<file path="config.mk">
export PLATFORM = sky130hd
export DESIGN_NAME = accel_gesture_detector_top
export DESIGN_NICKNAME = d
export VERILOG_FILES = /design/src/rtl/core/agd_pkg.sv /design/src/rtl/core/accel_gesture_detector_top.sv /design/src/rtl/core/agd_step_lane.sv /design/src/rtl/core/agd_merge.sv
export SDC_FILE = /design/constraint.sdc
export NUM_CORES = 2
export LEC_CHECK = 0
export ABC_AREA = 1
export BUFFER_PORTS_ARGS = -buffer_cell sky130_fd_sc_hd__buf_2
export CAP_MARGIN = 0
export CELL_PAD_IN_SITES_DETAIL_PLACEMENT = 1
export CELL_PAD_IN_SITES_GLOBAL_PLACEMENT = 1
export CORE_ASPECT_RATIO = 1.2
export CORE_MARGIN = 2
export CORE_UTILIZATION = 40
export DETAILED_ROUTE_END_ITERATION = 12
export PLACE_DENSITY_LB_ADDON = 0.08
export SYNTH_ARGS = -nofsm -noshare
export SYNTH_HDL_FRONTEND = slang
export SYNTH_SLANG_ARGS = --single-unit
</file>
<file path="constraint.sdc">
create_clock -name clk_i -period 5.5 [get_ports clk_i]
set_clock_uncertainty 0.2 [all_clocks]
set_input_delay 0.55 -clock clk_i [delete_from_list [all_inputs] [get_ports clk_i]]
set_output_delay 0.55 -clock clk_i [all_outputs]
set_load 0.005 [all_outputs]
</file>
<file path="src/rtl/core/agd_pkg.sv">
// Shared types, widths and constants for the accelerometer gesture detector.
// Used by every module under rtl/core; depends on nothing.
package agd_pkg;

  localparam int HISTORY_DEPTH   = 10;
  localparam int LANES           = HISTORY_DEPTH - 1;
  localparam int CNT_W           = $clog2(HISTORY_DEPTH);

  localparam int RAW_W           = 10;
  localparam int OFS_W           = 11;
  localparam int LVL_W           = 11;
  localparam int FLIP_W          = 10;
  localparam int AX_W            = 12;
  localparam int SQ_W            = 22;
  localparam int SUM_W           = 24;
  localparam int ENERGY_W        = 22;
  localparam int STEPS_W         = 4;
  localparam int ADDR_W          = 5;
  localparam int DATA_W          = 32;

  localparam int SHAKE_MIN_STEPS = 5;
  localparam int STEPS_MAX       = 15;

  localparam int SHAKE_LEVEL_RST = 400;
  localparam int TAP_LOW_RST     = 600;
  localparam int TAP_HIGH_RST    = 1000;
  localparam int FLIP_LEVEL_RST  = 200;
  localparam int STEP_LEVEL_RST  = 200;

  localparam logic [ENERGY_W-1:0] ENERGY_MAX = '1;

  typedef enum logic [2:0] {
    REG_OFFSET_X    = 3'd0,
    REG_OFFSET_Y    = 3'd1,
    REG_OFFSET_Z    = 3'd2,
    REG_SHAKE_LEVEL = 3'd3,
    REG_TAP_LOW     = 3'd4,
    REG_TAP_HIGH    = 3'd5,
    REG_FLIP_LEVEL  = 3'd6,
    REG_STEP_LEVEL  = 3'd7
  } reg_idx_e;

  // squared magnitude thresholds
  typedef struct packed {
    logic [SQ_W-1:0] shake_sq;
    logic [SQ_W-1:0] tap_lo_sq;
    logic [SQ_W-1:0] tap_hi_sq;
  } thr_t;

  // second stage word handed to the merge stage
  typedef struct packed {
    logic [SQ_W-1:0] sq_x;
    logic [SQ_W-1:0] sq_y;
    logic [SQ_W-1:0] sq_z;
    logic            flip;
  } s2_t;

  function automatic logic [SQ_W-1:0] axis_sq(logic signed [AX_W-1:0] a);
    logic signed [2*AX_W-1:0] p;
    p = a * a;
    return p[SQ_W-1:0];
  endfunction

  function automatic logic [SQ_W-1:0] level_sq(logic [LVL_W-1:0] v);
    logic [2*LVL_W-1:0] p;
    p = v * v;
    return p[SQ_W-1:0];
  endfunction

endpackage

</file>
<file path="src/rtl/core/accel_gesture_detector_top.sv">
// Accelerometer gesture detector: shake, tap and flip on one 3-axis sample.
// Holds config registers, X history, the step lanes and the merge stage.
// Depends on agd_pkg, agd_step_lane and agd_merge.
// Usage:
//   Input channel (in_valid_i/in_ready_o) carries one raw X/Y/Z word.
//   Output channel (out_valid_o/out_ready_i) returns one result word per
//   input word: shake, tap, flip, large_steps and saturated energy.
//   Write registers over APB only while idle; the block does not enforce it.
// Timing:
//   Three register stages: offset correction and window capture, then the
//   step lanes with the axis squares and flip test, then the merge stage.
//   One word per cycle is sustained while out_ready_i is high; that is set by
//   the three-stage pipeline, each stage advancing whenever the stage after
//   it is free. Threshold squares are registered from the level registers
//   and follow a register write in the next cycle.
// Reset: registers return to their defaults, X history and previous Z
//   clear to zero, and every stage empties.
// Stall:
//   A held result keeps its value; earlier stages keep filling bubbles, and
//   in_ready_o drops once all three stages hold words.
module accel_gesture_detector_top (
  input  logic                                 clk_i,
  input  logic                                 rst_ni,
  // configuration
  input  logic                                 psel,
  input  logic                                 penable,
  input  logic                                 pwrite,
  input  logic         [agd_pkg::ADDR_W-1:0]   paddr,
  input  logic         [agd_pkg::DATA_W-1:0]   pwdata,
  output logic         [agd_pkg::DATA_W-1:0]   prdata,
  output logic                                 pready,
  // sample channel
  input  logic                                 in_valid_i,
  output logic                                 in_ready_o,
  input  logic signed  [agd_pkg::RAW_W-1:0]    raw_x_i,
  input  logic signed  [agd_pkg::RAW_W-1:0]    raw_y_i,
  input  logic signed  [agd_pkg::RAW_W-1:0]    raw_z_i,
  // result channel
  output logic                                 out_valid_o,
  input  logic                                 out_ready_i,
  output logic                                 shake_o,
  output logic                                 tap_o,
  output logic                                 flip_o,
  output logic         [agd_pkg::STEPS_W-1:0]  large_steps_o,
  output logic         [agd_pkg::ENERGY_W-1:0] energy_o
);

  localparam int AX_W  = agd_pkg::AX_W;
  localparam int LANES = agd_pkg::LANES;

  // ---------------- configuration registers ----------------
  logic signed [agd_pkg::OFS_W-1:0]  offset_x_q, offset_y_q, offset_z_q;
  logic        [agd_pkg::LVL_W-1:0]  shake_level_q, tap_low_q, tap_high_q, step_level_q;
  logic        [agd_pkg::FLIP_W-1:0] flip_level_q;
  logic                              cfg_wr;
  agd_pkg::reg_idx_e                 cfg_idx;

  assign pready  = 1'b1;
  assign cfg_wr  = psel && penable && pwrite && pready;
  assign cfg_idx = agd_pkg::reg_idx_e'(paddr[agd_pkg::ADDR_W-1:2]);

  always_ff @(posedge clk_i or negedge rst_ni) begin
    if (!rst_ni) begin
      offset_x_q    <= '0;
      offset_y_q    <= '0;
      offset_z_q    <= '0;
      shake_level_q <= agd_pkg::LVL_W'(agd_pkg::SHAKE_LEVEL_RST);
      tap_low_q     <= agd_pkg::LVL_W'(agd_pkg::TAP_LOW_RST);
      tap_high_q    <= agd_pkg::LVL_W'(agd_pkg::TAP_HIGH_RST);
      flip_level_q  <= agd_pkg::FLIP_W'(agd_pkg::FLIP_LEVEL_RST);
      step_level_q  <= agd_pkg::LVL_W'(agd_pkg::STEP_LEVEL_RST);
    end else if (cfg_wr) begin
      unique case (cfg_idx)
        agd_pkg::REG_OFFSET_X:    offset_x_q    <= pwdata[agd_pkg::OFS_W-1:0];
        agd_pkg::REG_OFFSET_Y:    offset_y_q    <= pwdata[agd_pkg::OFS_W-1:0];
        agd_pkg::REG_OFFSET_Z:    offset_z_q    <= pwdata[agd_pkg::OFS_W-1:0];
        agd_pkg::REG_SHAKE_LEVEL: shake_level_q <= pwdata[agd_pkg::LVL_W-1:0];
        agd_pkg::REG_TAP_LOW:     tap_low_q     <= pwdata[agd_pkg::LVL_W-1:0];
        agd_pkg::REG_TAP_HIGH:    tap_high_q    <= pwdata[agd_pkg::LVL_W-1:0];
        agd_pkg::REG_FLIP_LEVEL:  flip_level_q  <= pwdata[agd_pkg::FLIP_W-1:0];
        agd_pkg::REG_STEP_LEVEL:  step_level_q  <= pwdata[agd_pkg::LVL_W-1:0];
        default: ;
      endcase
    end
  end

  always_comb begin
    unique case (cfg_idx)
      agd_pkg::REG_OFFSET_X:    prdata = agd_pkg::DATA_W'(offset_x_q);
      agd_pkg::REG_OFFSET_Y:    prdata = agd_pkg::DATA_W'(offset_y_q);
      agd_pkg::REG_OFFSET_Z:    prdata = agd_pkg::DATA_W'(offset_z_q);
      agd_pkg::REG_SHAKE_LEVEL: prdata = agd_pkg::DATA_W'(shake_level_q);
      agd_pkg::REG_TAP_LOW:     prdata = agd_pkg::DATA_W'(tap_low_q);
      agd_pkg::REG_TAP_HIGH:    prdata = agd_pkg::DATA_W'(tap_high_q);
      agd_pkg::REG_FLIP_LEVEL:  prdata = agd_pkg::DATA_W'(flip_level_q);
      agd_pkg::REG_STEP_LEVEL:  prdata = agd_pkg::DATA_W'(step_level_q);
      default:                  prdata = '0;
    endcase
  end

  // threshold squares, registered from the level registers
  agd_pkg::thr_t thr_q;

  always_ff @(posedge clk_i or negedge rst_ni) begin
    if (!rst_ni) begin
      thr_q.shake_sq  <= agd_pkg::SQ_W'(agd_pkg::SHAKE_LEVEL_RST * agd_pkg::SHAKE_LEVEL_RST);
      thr_q.tap_lo_sq <= agd_pkg::SQ_W'(agd_pkg::TAP_LOW_RST * agd_pkg::TAP_LOW_RST);
      thr_q.tap_hi_sq <= agd_pkg::SQ_W'(agd_pkg::TAP_HIGH_RST * agd_pkg::TAP_HIGH_RST);
    end else begin
      thr_q.shake_sq  <= agd_pkg::level_sq(shake_level_q);
      thr_q.tap_lo_sq <= agd_pkg::level_sq(tap_low_q);
      thr_q.tap_hi_sq <= agd_pkg::level_sq(tap_high_q);
    end
  end

  // ---------------- stage 1: correction and window capture ----------------
  logic                   en1, en2, adv_out, accept;
  logic signed [AX_W-1:0] cx_d, cy_d, cz_d;
  logic signed [AX_W-1:0] hist_q [LANES];
  logic signed [AX_W-1:0] prev_z_q;
  logic signed [AX_W-1:0] win_q  [LANES+1];
  logic signed [AX_W-1:0] cy1_q, cz1_q, pz1_q;
  logic                   v1_q, v2_q;

  assign cx_d = AX_W'(raw_x_i) - AX_W'(offset_x_q);
  assign cy_d = AX_W'(raw_y_i) - AX_W'(offset_y_q);
  assign cz_d = AX_W'(raw_z_i) - AX_W'(offset_z_q);

  assign en2        = !v2_q || adv_out;
  assign en1        = !v1_q || en2;
  assign in_ready_o = en1;
  assign accept     = in_valid_i && en1;

  always_ff @(posedge clk_i or negedge rst_ni) begin
    if (!rst_ni) begin
      for (int i = 0; i < LANES; i++) begin
        hist_q[i] <= '0;
      end
      prev_z_q <= '0;
    end else if (accept) begin
      for (int i = 0; i < LANES - 1; i++) begin
        hist_q[i] <= hist_q[i+1];
      end
      hist_q[LANES-1] <= cx_d;
      prev_z_q        <= cz_d;
    end
  end

  always_ff @(posedge clk_i or negedge rst_ni) begin
    if (!rst_ni) begin
      v1_q <= 1'b0;
      v2_q <= 1'b0;
    end else begin
      if (en1) v1_q <= in_valid_i;
      if (en2) v2_q <= v1_q;
    end
  end

  always_ff @(posedge clk_i) begin
    if (accept) begin
      for (int i = 0; i < LANES; i++) begin
        win_q[i] <= hist_q[i];
      end
      win_q[LANES] <= cx_d;
      cy1_q        <= cy_d;
      cz1_q        <= cz_d;
      pz1_q        <= prev_z_q;
    end
  end

  // ---------------- stage 2: step lanes, squares, flip ----------------
  logic                   load2;
  logic [LANES-1:0]       flags;
  logic signed [AX_W-1:0] f_pos, f_neg;
  logic                   flip_d;
  agd_pkg::s2_t           s2_q;

  assign load2 = en2 && v1_q;

  for (genvar g = 0; g < LANES; g++) begin : g_lane
    agd_step_lane u_lane (
      .clk_i        (clk_i),
      .load_i       (load2),
      .newer_i      (win_q[g+1]),
      .older_i      (win_q[g]),
      .step_level_i (step_level_q),
      .flag_o       (flags[g])
    );
  end

  always_comb begin
    f_pos  = signed'(AX_W'(flip_level_q));
    f_neg  = -f_pos;
    flip_d = (pz1_q != '0) &&
             (((pz1_q > f_pos) && (cz1_q < f_neg)) ||
              ((pz1_q < f_neg) && (cz1_q > f_pos)));
  end

  always_ff @(posedge clk_i) begin
    if (load2) begin
      s2_q.sq_x <= agd_pkg::axis_sq(win_q[LANES]);
      s2_q.sq_y <= agd_pkg::axis_sq(cy1_q);
      s2_q.sq_z <= agd_pkg::axis_sq(cz1_q);
      s2_q.flip <= flip_d;
    end
  end

  // ---------------- stage 3: merge and output word ----------------
  agd_merge u_merge (
    .clk_i         (clk_i),
    .rst_ni        (rst_ni),
    .valid_i       (v2_q),
    .flags_i       (flags),
    .s2_i          (s2_q),
    .thr_i         (thr_q),
    .adv_o         (adv_out),
    .out_valid_o   (out_valid_o),
    .out_ready_i   (out_ready_i),
    .shake_o       (shake_o),
    .tap_o         (tap_o),
    .flip_o        (flip_o),
    .large_steps_o (large_steps_o),
    .energy_o      (energy_o)
  );

endmodule

</file>
<file path="src/rtl/core/agd_step_lane.sv">
// One X step lane: registered flag for |newer - older| > step level.
// Depends on agd_pkg.
module agd_step_lane (
  input  logic                              clk_i,
  input  logic                              load_i,
  input  logic signed [agd_pkg::AX_W-1:0]   newer_i,
  input  logic signed [agd_pkg::AX_W-1:0]   older_i,
  input  logic        [agd_pkg::LVL_W-1:0]  step_level_i,
  output logic                              flag_o
);

  logic signed [agd_pkg::AX_W:0] diff;
  logic        [agd_pkg::AX_W:0] mag;
  logic                          flag_d;
  logic                          flag_q;

  always_comb begin
    diff   = (agd_pkg::AX_W+1)'(newer_i) - (agd_pkg::AX_W+1)'(older_i);
    mag    = diff[agd_pkg::AX_W] ? unsigned'(-diff) : unsigned'(diff);
    flag_d = mag > (agd_pkg::AX_W+1)'(step_level_i);
  end

  always_ff @(posedge clk_i) begin
    if (load_i) begin
      flag_q <= flag_d;
    end
  end

  assign flag_o = flag_q;

endmodule

</file>
<file path="src/rtl/core/agd_merge.sv">
// Merge stage: counts lane flags, sums axis squares, applies thresholds,
// and holds the result word until taken. Depends on agd_pkg.
module agd_merge (
  input  logic                                clk_i,
  input  logic                                rst_ni,
  input  logic                                valid_i,
  input  logic         [agd_pkg::LANES-1:0]   flags_i,
  input  agd_pkg::s2_t                        s2_i,
  input  agd_pkg::thr_t                       thr_i,
  output logic                                adv_o,
  output logic                                out_valid_o,
  input  logic                                out_ready_i,
  output logic                                shake_o,
  output logic                                tap_o,
  output logic                                flip_o,
  output logic         [agd_pkg::STEPS_W-1:0] large_steps_o,
  output logic         [agd_pkg::ENERGY_W-1:0] energy_o
);

  logic [agd_pkg::CNT_W-1:0]    cnt;
  logic [agd_pkg::SUM_W-1:0]    sum;
  logic [agd_pkg::STEPS_W-1:0]  steps_d;
  logic [agd_pkg::ENERGY_W-1:0] energy_d;
  logic                         shake_d;
  logic                         tap_d;

  logic                         valid_q;
  logic                         shake_q;
  logic                         tap_q;
  logic                         flip_q;
  logic [agd_pkg::STEPS_W-1:0]  steps_q;
  logic [agd_pkg::ENERGY_W-1:0] energy_q;

  always_comb begin
    cnt = '0;
    for (int i = 0; i < agd_pkg::LANES; i++) begin
      cnt = cnt + agd_pkg::CNT_W'(flags_i[i]);
    end
    if (int'(cnt) > agd_pkg::STEPS_MAX) begin
      steps_d = agd_pkg::STEPS_W'(agd_pkg::STEPS_MAX);
    end else begin
      steps_d = agd_pkg::STEPS_W'(cnt);
    end

    sum = agd_pkg::SUM_W'(s2_i.sq_x) + agd_pkg::SUM_W'(s2_i.sq_y)
        + agd_pkg::SUM_W'(s2_i.sq_z);
    // compares use the full sum; only the reported word saturates
    if (sum > agd_pkg::SUM_W'(agd_pkg::ENERGY_MAX)) begin
      energy_d = agd_pkg::ENERGY_MAX;
    end else begin
      energy_d = sum[agd_pkg::ENERGY_W-1:0];
    end

    shake_d = (sum > agd_pkg::SUM_W'(thr_i.shake_sq)) &&
              (int'(cnt) >= agd_pkg::SHAKE_MIN_STEPS);
    tap_d   = (sum > agd_pkg::SUM_W'(thr_i.tap_lo_sq)) &&
              (sum < agd_pkg::SUM_W'(thr_i.tap_hi_sq));
  end

  assign adv_o = !valid_q || out_ready_i;

  always_ff @(posedge clk_i or negedge rst_ni) begin
    if (!rst_ni) begin
      valid_q <= 1'b0;
    end else if (adv_o) begin
      valid_q <= valid_i;
    end
  end

  always_ff @(posedge clk_i) begin
    if (adv_o && valid_i) begin
      shake_q  <= shake_d;
      tap_q    <= tap_d;
      flip_q   <= s2_i.flip;
      steps_q  <= steps_d;
      energy_q <= energy_d;
    end
  end

  assign out_valid_o   = valid_q;
  assign shake_o       = shake_q;
  assign tap_o         = tap_q;
  assign flip_o        = flip_q;
  assign large_steps_o = steps_q;
  assign energy_o      = energy_q;

endmodule

</file>
==> reports/qor.yml <==
min_period_ps: 5360
syn-mean-instance-area_sq_um: 8.53
synth_top_family_by_area: "adder cells"
multiplexer_fraction_of_the_synthesized_cell_area_pct: 0
post_syn_nets: 8067
max-slew-margin-rel_pct: 18.6
critical_path_required_ps: 5720
synth.most_common_cell: "sky130_fd_sc_hd__inv_1"
synthSimpleGateAreaFrac_pct: 15.0
asyncSetResetFlopFracSynth_pct: 51.4
post_drt_via_cell_ratio: 4.91
fillers: 16931
startpoint_type: "flop"
via_count: 44070
detailedRoute.firstPassIterationCount: 5
die_h_um: 419
post-dp-hpwl_um: 141000
cts_made_buffers: 67
achievable-frequency_ghz: 0.187
outcome: "completed"
final_layout_size_suffix_gt1_share_pct: 8.83
critPathMaxFanout: 6
synth_xor_xnor_area_share_pct: 5.80
netlist_area_sq_mm: 0.0574
antenna_violating_nets_post_route: 0
worst_ep_arrival_ps: 5580
total_area_of_multi_input_combinational_cells_sq_mm: 0.0368
synth.top_cell.area_share_pct: 19.1
routedWlPerCell_um: 18.7
clk_transition_reported_paths_ps: 60
io-pin-count: 138
detailedRoute.firstIterationViolations: 1575
floorplan.die.width_um: 350
dominantRegCellSynth: "sky130_fd_sc_hd__edfxtp_1"
ys.warnings.count: 0
drv_slew: 0
final_number_of_setup_violating_endpoints: 0
synth_top_cells_by_area: "sky130_fd_sc_hd__fa_1, sky130_fd_sc_hd__ha_1, sky130_fd_sc_hd__edfxtp_1"
portBuffers: 113
timing.hold.ws_ps: 213
synthAdderAreaFrac_pct: 34.6
design.final.nets: 8334
total_number_of_placement_rows: 152
finalHoldViolations: 0
wirelength_um: 168000
tritoncts: "built"
worst_skew_pair.late_latency_ps: 680
global_route.usage.total_pct: 23.4
timing_worst_setup_path_type: "reg2reg"
area_enclosed_by_the_die_boundary_sq_mm: 0.147
cts-htree-levels: 3
grt_overflow_total: 0
core-area_sq_mm: 0.143
postSynthCellCount: 6733
post_synth_num_cell_types: 64
max_cap_check_violation_count: 0
critical_path.endpoint_type: "flop"
flow.area_growth_from_synthesis_pct: 11.9
drt_drc_violations_left: 0
grt_setup_unrepaired: "yes"
post-route-period-util_pct: 97.4
number_of_antenna_violations_at_the_first_check_in_global_routing: 18
postPlaceCellArea_sq_mm: 0.0611
hold_path_class: "in2reg"
place.gp.congestion: 0.863
cts.path.max_buffers: 3
sequential_cell_area_sq_mm: 0.0146
post-synth-top-area-cell: "sky130_fd_sc_hd__fa_1"
start_util_pct: 40.2
grt_max_degree: 122
number_of_global_route_vias_before_repair: 47892
buffer_cell_driving_the_clock_tree_root: "sky130_fd_sc_hd__clkbuf_16"
grt_pass1_wl_um: 266000
cts_num_sinks: 531
final_cell_area_sq_mm: 0.0642
worst-slew-pin-transition_ps: 1220
count_of_flip_flops_with_a_built_in_enable_after_synthesis: 258
synth.cells.most_frequent: "sky130_fd_sc_hd__inv_1, sky130_fd_sc_hd__nand2_1, sky130_fd_sc_hd__ha_1, sky130_fd_sc_hd__fa_1, sky130_fd_sc_hd__a21oi_1"
synth_sequential_area_ratio_pct: 25.5
ys_ff_latch: 531
synth-compound-area-share_pct: 8.12
final timing paths:
path	slack, ps	end	cells after the start	startpoint
setup / recovery	140	s2_q[22]	19	cz1_q[4]
hold / removal	210	prev_z_q[0]	4	raw_z_i[0]
setup reg to reg	140	s2_q[22]	19	cz1_q[4]
hold reg to reg	230	pz1_q[9]	0	prev_z_q[9]
max in group asynchronous	3600	thr_q[26]	3	rst_ni
min in group asynchronous	270	hist_q[34]	2	rst_ni
logic make-up (layout without fill, tap and decap cells):
kind of cell | Yosys count | in the layout
compound gates | 821 | 821
xor+xnor | 372 | 372
fa+ha+maj | 1260 | 1260
buf+inv | 1657 | 1978
flops | 531 | 531
other cells | 1 | 3
simple gates | 2091 | 2091
stage by stage:
step | cells | setup slack (ps) | util [%] | TNS, ps
CTS | 8928 | 26.4 | 44.4 | 0
global route | 8979 | -127 | 45.0 | -309
finish | 8981 | 143 | 45.0 | 0
detailed placement | 8792 | 12.1 | 42.8 | 0
floorplan | 6733 | 257 | - | 0
global placement | 8792 | 61.0 | 42.8 | 0
layer usage:
| metal | GRT usage, % | routed length (um) | vias up |
|---|---|---|---|
| li1 | - | - | 21601 |
| met1 | 28.8 | 72600 | 21857 |
| met2 | 42.8 | 85900 | 389 |
| met3 | 3.14 | 5250 | 201 |
| met4 | 6.29 | 4500 | 22 |
| met5 | 0 | 134 | - |
state kept, by name, summed over array words and instances, names as in the netlist, 12 cells and up:
register          flops
win_q               120
prev_z_q             12
u_merge.energy_o     22
thr_q                63
cz1_q                12
pz1_q                12
cy1_q                12
s2_q                 64
hist_q              108
cell usage in the layout (no fill, tap or decap), drive strengths merged, types with 7 or more instances in the layout:
cell	n
o31ai	8
xnor2	130
o2111ai	11
a21boi	12
o22ai	28
nand3	182
dlygate4sd3	13
nor3	43
o21bai	19
o41ai	8
a21o	28
dfrtp	233
nand3b	16
o21ai	264
fa	548
and3	7
buf	327
edfxtp	258
ha	712
o211ai	30
clkinv	31
nor2	270
inv	1509
a211oi	14
xor2	242
dfstp	40
nor4	8
a31oi	24
or2	27
nand4	60
a21oi	352
nand2	1469
clkbuf	88
what timing repair did:
action	in CTS	in global routing
gates cloned	0	1
pin swaps	0	34
buffers inserted	0	50
hold buffers	13	0
endpoints found under the hold margin	109	0
gates resized for setup	1	81
setup endpoints to repair	1	28
critical path: stages (launching register included):
cell and delay (ps):
sky130_fd_sc_hd__edfxtp_1 560, sky130_fd_sc_hd__buf_6 200, sky130_fd_sc_hd__buf_4 130, sky130_fd_sc_hd__nand2_2 60, sky130_fd_sc_hd__inv_1 50, sky130_fd_sc_hd__fa_1 510, sky130_fd_sc_hd__inv_1 60, sky130_fd_sc_hd__fa_2 530
sky130_fd_sc_hd__inv_1 50, sky130_fd_sc_hd__fa_1 510, sky130_fd_sc_hd__fa_1 450, sky130_fd_sc_hd__fa_1 510, sky130_fd_sc_hd__ha_4 310, sky130_fd_sc_hd__nand2_1 100, sky130_fd_sc_hd__nor4_2 230, sky130_fd_sc_hd__o21ai_1 110
sky130_fd_sc_hd__nand2_1 160, sky130_fd_sc_hd__a21o_1 140, sky130_fd_sc_hd__a21oi_1 70, sky130_fd_sc_hd__xor2_1 140
area by class of cell:
type	instances	area share (%)
clock buffers	87	2.88
diodes	2	0.00779
multi-input cells	4545	57.3
clock inverters	36	0.594
flip-flops and latches	531	22.8
inverters	1514	8.86
repair buffers	341	3.84
well taps	1925	3.75
Power is not shown: default switching activity piles up to over one toggle a cycle in this logic, so the estimate is an artifact.
